File: config.mk
export PLATFORM = sky130hd
export DESIGN_NAME = lpt_front
export DESIGN_NICKNAME = d
export VERILOG_FILES = /design/src/design/lpt_pkg.sv /design/src/design/lpt_front.sv
export SDC_FILE = /design/constraint.sdc
export NUM_CORES = 1
export LEC_CHECK = 0
export BUFFER_PORTS_ARGS = -buffer_cell sky130_fd_sc_hd__buf_4
export CAP_MARGIN = 20
export CORE_UTILIZATION = 52
export CTS_CLUSTER_DIAMETER = 50
export CTS_CLUSTER_SIZE = 14
export DETAILED_ROUTE_END_ITERATION = 12
export GPL_ROUTABILITY_DRIVEN = 0
export PLACE_DENSITY = 0.83
export SYNTH_ARGS = -nofsm -noshare
export SYNTH_HDL_FRONTEND = slang
export SYNTH_SLANG_ARGS = --single-unit
File: constraint.sdc
create_clock -name clk_i -period 9.4 [get_ports clk_i]
set_input_delay 2.82 -clock clk_i [delete_from_list [all_inputs] [get_ports clk_i]]
set_output_delay 2.82 -clock clk_i [all_outputs]
set_load 0.005 [all_outputs]
File: src/design/lpt_pkg.sv
`default_nettype none
package lpt_pkg;
  localparam int NodeCount = 4096;
  localparam int NodeBits = 12;
  localparam int AddrBits = 128;
  localparam int DepthBits = 8;
  localparam int LabelBits = 16;
  localparam int QueueDepth = 2;

  localparam logic [LabelBits-1:0] NoLabel = '1;
  localparam logic [NodeBits-1:0] NullNode = '0;

  typedef enum logic {
    ActLookup = 1'b0,
    ActInsert = 1'b1
  } action_e;

  typedef struct packed {
    logic        action;
    logic [63:0] addr_high;
    logic [63:0] addr_low;
    logic [7:0]  pfx_len;
    logic signed [15:0] location_id;
  } in_item_t;

  typedef struct packed {
    logic        found;
    logic signed [15:0] match_id;
    logic [7:0]  match_length;
    logic        pool_full;
  } out_item_t;

  // Classified command handed from the front to the back.
  typedef struct packed {
    logic                 is_insert;
    logic                 skip;
    logic [AddrBits-1:0]  addr;
    logic [DepthBits-1:0] plen;
    logic [LabelBits-1:0] label;
  } cmd_t;

  typedef enum logic [2:0] {
    StIdle,
    StRead,
    StStep,
    StLabel,
    StDone,
    StInit,
    StAlloc
  } walk_state_e;
endpackage
`default_nettype wire

File: src/design/lpt_front.sv
`default_nettype none
module lpt_front
  import lpt_pkg::*;
(
  input  wire logic     clk_i,
  input  wire logic     rst_ni,
  input  wire logic     in_valid_i,
  output logic          in_stall_o,
  input  wire in_item_t in_data_i,
  output logic          cmd_valid_o,
  input  wire logic     cmd_pop_i,
  output cmd_t          cmd_o
);
  localparam int PtrBits = $clog2(QueueDepth);

  cmd_t               mem_q [QueueDepth];
  logic [PtrBits-1:0] wr_q, wr_d, rd_q, rd_d;
  logic [PtrBits:0]   cnt_q, cnt_d;
  logic               push;
  cmd_t               cmd_new;

  always_comb begin
    cmd_new.is_insert = (in_data_i.action == ActInsert);
    cmd_new.skip      = cmd_new.is_insert && (in_data_i.pfx_len > 8'(AddrBits));
    cmd_new.addr      = {in_data_i.addr_high, in_data_i.addr_low};
    cmd_new.plen      = in_data_i.pfx_len;
    cmd_new.label     = in_data_i.location_id;
  end

  assign in_stall_o  = (cnt_q == (PtrBits+1)'(QueueDepth));
  assign push        = in_valid_i && !in_stall_o;
  assign cmd_valid_o = (cnt_q != '0);
  assign cmd_o       = mem_q[rd_q];

  always_comb begin
    wr_d  = push ? wr_q + 1'b1 : wr_q;
    rd_d  = cmd_pop_i ? rd_q + 1'b1 : rd_q;
    cnt_d = cnt_q + (PtrBits+1)'(push) - (PtrBits+1)'(cmd_pop_i);
  end

  always_ff @(posedge clk_i) begin
    if (push) mem_q[wr_q] <= cmd_new;
  end

  always_ff @(posedge clk_i or negedge rst_ni) begin
    if (!rst_ni) begin
      wr_q  <= '0;
      rd_q  <= '0;
      cnt_q <= '0;
    end else begin
      wr_q  <= wr_d;
      rd_q  <= rd_d;
      cnt_q <= cnt_d;
    end
  end

  a_no_overflow: assert property (@(posedge clk_i) disable iff (!rst_ni)
    cnt_q <= (PtrBits+1)'(QueueDepth)) else $error("queue overflow");
  a_pop_valid: assert property (@(posedge clk_i) disable iff (!rst_ni)
    cmd_pop_i |-> cmd_valid_o) else $error("pop from empty queue");
  a_full_stall: assert property (@(posedge clk_i) disable iff (!rst_ni)
    (cnt_q == (PtrBits+1)'(QueueDepth)) |-> in_stall_o) else $error("full not stalled");
endmodule
`default_nettype wire

Yosys cells after proc, flatten, opt, wreduce, memory -nomap -nowiden
Memories as Yosys holds them, arrays and structs flattened.
Index checks and enable logic that the tools add are counted.
{ "op_classes": {"eq_ne": 1, "addsub": 4, "n_reduce_logical": 4, "n_mux": 2, "magnitude_cmp": 1} }
{ "op_table": {"columns": ["operator", "n"], "rows": [
  ["$gt 8x8->1 const B", 1],
  ["$add 1x1->1 const B", 2],
  ["$add 2x1->2", 1],
  ["$eq 2x2->1 const B", 1],
  ["$logic_and 1x1->1", 2],
  ["$mux 1", 2],
  ["$reduce_bool 2->1", 1],
  ["$sub 2x1->2", 1],
  ["$logic_not 1->1", 1]
]} }
{ "word_totals": {"reg_bits": 4, "word_cells": 16, "memories": 1, "out_inout_bits": 156, "ramBits": 308, "inputBits": 157} }
{ "memory_table": {"columns": ["memory", "words", "word_bits", "read_ports", "rd_ports_with_merged_regs", "write_ports", "line_no", "source"], "rows": [
  ["mem_q", 2, 154, 1, 0, 1, "lpt_front.sv:16", "cmd_t mem_q [QueueDepth];"]
]} }

Longest topological paths before layout
{ "logic_depth": {"depth_word": 5, "ltp_mapped": 7, "mapped_depth_nobuf": 7} }

Worst setup path after synthesis
OpenSTA, ideal clock, no wires.
{ "synth_timing": {"kind": "input-to-reg", "start": "in in_valid_i", "end": "mem mem_q[0][0] (netlist bit) (enable)", "required_time_ns": 8.730, "t_arrival_ns": 9.306, "path_slack_ns": -0.575, "path_stages": 2, "path_cell_list": "nand2_1 nor2_1"} }
{ "synth_between": {"elab_chain_len": 3} }
{ "synth_lines": {"columns": ["element", "line_no", "source"], "rows": [
  ["start: declaration", "lpt_front.sv:7", "input wire logic in_valid_i,"],
  ["$logic_and 1x1->1", "lpt_front.sv:31", "assign push = in_valid_i && !in_stall_o;"],
  ["$mux 1", "lpt_front.sv:42", "if (push) mem_q[wr_q] <= cmd_new;"],
  ["$mux 1 (implied by the code)", "lpt_front.sv:42", null],
  ["end: declaration", "lpt_front.sv:16", null]
]} }
No other way between the ends.

==> reports/qor.yml <==
floorplan:
  start_util_pct: 53.62
  dieWidth_um: 150.2
  dieArea_um2: 22550
  io_pins: 313
  num_rows: 53
  coreArea_um2: 21290
  die_y_um: 150.2
clock_network:
  clk_pin_slew_ns: 0.06
  cts_tree: "done"
  root_buffer: "clkbuf_16"
  cts_resized: 0
  post_cts_buffers: 0
  clkLatencyLatePin_ns: 0.52
  cts_hold_buffers: 0
  cts_made_buffers: 29
  cts.sinks: 312
  cts_max_level: 1
  clock_path_buffers: 3
timing:
  tightest_slew_ns: 1.082
  rsz0062_at_grt: "no"
  fmax_mhz: 194.2
  timing.slew.headroom_pct: 27.86
  final-hold-violation-count: 0
  layout_min_cycle_time_ns: 5.149
  final_min_period_over_clock_period_pct: 54.77
  fin_skew_ns: 0.006755
  drv_slew: 0
  whs_ns: 0.4975
  fin_setup_tns_ns: 0
  final-setup-viol-count: 0
pwr:
  ir_drop_mv: 0.2275
  leakage_nw: 5.507
  power.density_nw_per_um2: 294.7
  total_power_mw: 4.354
cells_and_area:
  utilization_pct: 69.41
  fill_cells: 1365
  final_cell_mix: "buf_4, edfxtp_1, mux2_2"
  final_nets: 991
  multiInputGateArea_um2: 1853
  regArea_um2: 9353
  finalNonFillerCells: 1119
  area_growth_pct: 29.46
  layout-drive-gt1-share_pct: 60.90
  mostFrequentLayoutCell: "buf_4"
  diodes: 0
logic_synthesis:
  synth_cell_types: 17
  avgSynthCellArea_um2: 22.83
  synth_compound_area_share_pct: 0.04385
  synth_xor_area_share_pct: 0.3070
  synth_adder_area_share_pct: 0.2193
  synthMuxAreaShare_pct: 15.19
  netlist_instances: 500
  synth_simple_gate_area_share_pct: 0.3618
  yosysWarnings: 0
  synth_largest_area_cell: "edfxtp_1"
  synthesis.area_um2: 11410
  synth_seq_cells: 312
  synth_top_area_share_pct: 81.03
  synth_top_family_by_area: "multiplexers"
  seq_area_frac_synth_pct: 81.91
  syn_nets: 659
  synthTopCellsByArea: "edfxtp_1, mux2_2, clkbuf_8"
placement:
  place_hpwl_um: 14490
  placed_cells_incl_taps: 1076
  portBuffers: 312
critical_path:
  cp-start-kind: "flop"
  path_class: "flop to output port"
  crit_arrival_ns: 2.33
  crit_required_ns: 6.58
  reg2reg_depth: 4
  end_kind: "output port"
  worstPathMaxFanout: 76
grt:
  grt_max_degree: 81
  antenna_found_initial: 0
  grt_usage_pct: 18.81
  grt_pass1_vias: 6155
  globalRoute.totalOverflow: 0
  grt_pass1_wl_um: 32020
min_path:
  hold-path-cell-count: 1
  min_path_type: "flop to flop"
detailed_routing:
  drtIter0Drc: 295
  drt_drc_violations_left: 0
  dr_total_vias: 5789
  wl_per_cell_um: 19.40
  first_pass_iters: 4
  totalWireLength_um: 21710
  via_per_inst: 5.173
  ant_nets: 0
outcome:
  status: "completed"
flow_run:
  maxCapViolCount: 0
## worst max-delay path: stages (launching register included)
cell     delay [ns]
dfrtp_4        0.40
buf_4          0.72
mux2_2         0.45
buf_4          0.14
## stage by stage
| step | instance area (um^2) | setup slack [ns] |
|---|---|---|
| 2_1_floorplan | 11420 | 2.027 |
| 3_3_place_gp | 13940 | 4.746 |
| 3_5_place_dp | 13940 | 4.784 |
| 4_1_cts | 14780 | 4.205 |
| 5_1_grt | 14780 | 4.119 |
| 6_report | 14780 | 4.251 |
## registers in the layout, summed over array words and instances (netlist names)
name	flops
wr_q	1
mem_q	308
cnt_q	2
rd_q	1
## layout make-up
class                   count  share of cell area, %
clock buffers              31                  4.962
clock inverters            12                 0.6605
inverters                   2                0.05081
multi-input cells         169                  12.54
flip-flops and latches    312                  63.30
well taps                 275                  2.329
repair buffers            318                  16.16
## report_power, final
| part | internal, mW | switching, mW |
|---|---|---|
| registers | 1.91 | 0.0675 |
| clock network | 0.585 | 0.461 |
| logic | 0.725 | 0.608 |
| total | 3.22 | 1.14 |
## synth_stat cells
library cell,instances
edfxtp_1,308
mux2_2,154
clkbuf_8,10
buf_6,7
dfrtp_1,4
xnor2_1,3
ha_1,2
inv_1,2
nand2_1,2
a21oi_1,1
and3_1,1
nand2b_1,1
nor2_1,1
nor3_1,1
nor4_1,1
or2_2,1
xor2_1,1
## routing by layer
| layer | vias up | share of wire [%] | routed length, um | GRT usage [%] |
|---|---|---|---|---|
| met2 | 235 | 53 | 11490 | 34.19 |
| li1 | 2647 | - | - | - |
| met1 | 2869 | 36 | 7724 | 21.01 |
| met4 | 0 | 2.2 | 487 | 5.202 |
| met5 | - | 0 | 0 | 0 |
| met3 | 38 | 9.3 | 2009 | 6.182 |
## kinds of logic (layout without fill, tap and decap cells)
logic type | Yosys count | after routing
AOI/OAI and AO/OA | 1 | 1
muxes | 154 | 154
xor gates and xnor gates | 4 | 4
adders and majority gates | 2 | 2
buffers and inverters | 19 | 363
and+or+nand+nor | 8 | 8
DFF | 312 | 312
## worst paths after layout
| path | from | end | slack, ns |
|---|---|---|---|
| worst min register to register | cnt_q[1] | cnt_q[1] | 0.50 |
| min in group asynchronous | rst_ni | cnt_q[1] | 2.08 |
| max in group asynchronous | rst_ni | rd_q | 7.21 |
| worst max-delay path | rd_q | cmd_o[61] | 4.25 |
| worst min-delay path | cnt_q[1] | cnt_q[1] | 0.50 |
| worst max register to register | cnt_q[1] | mem_q[0][59] | 7.35 |
No activity file was read; power rests on OpenSTA's default activity.
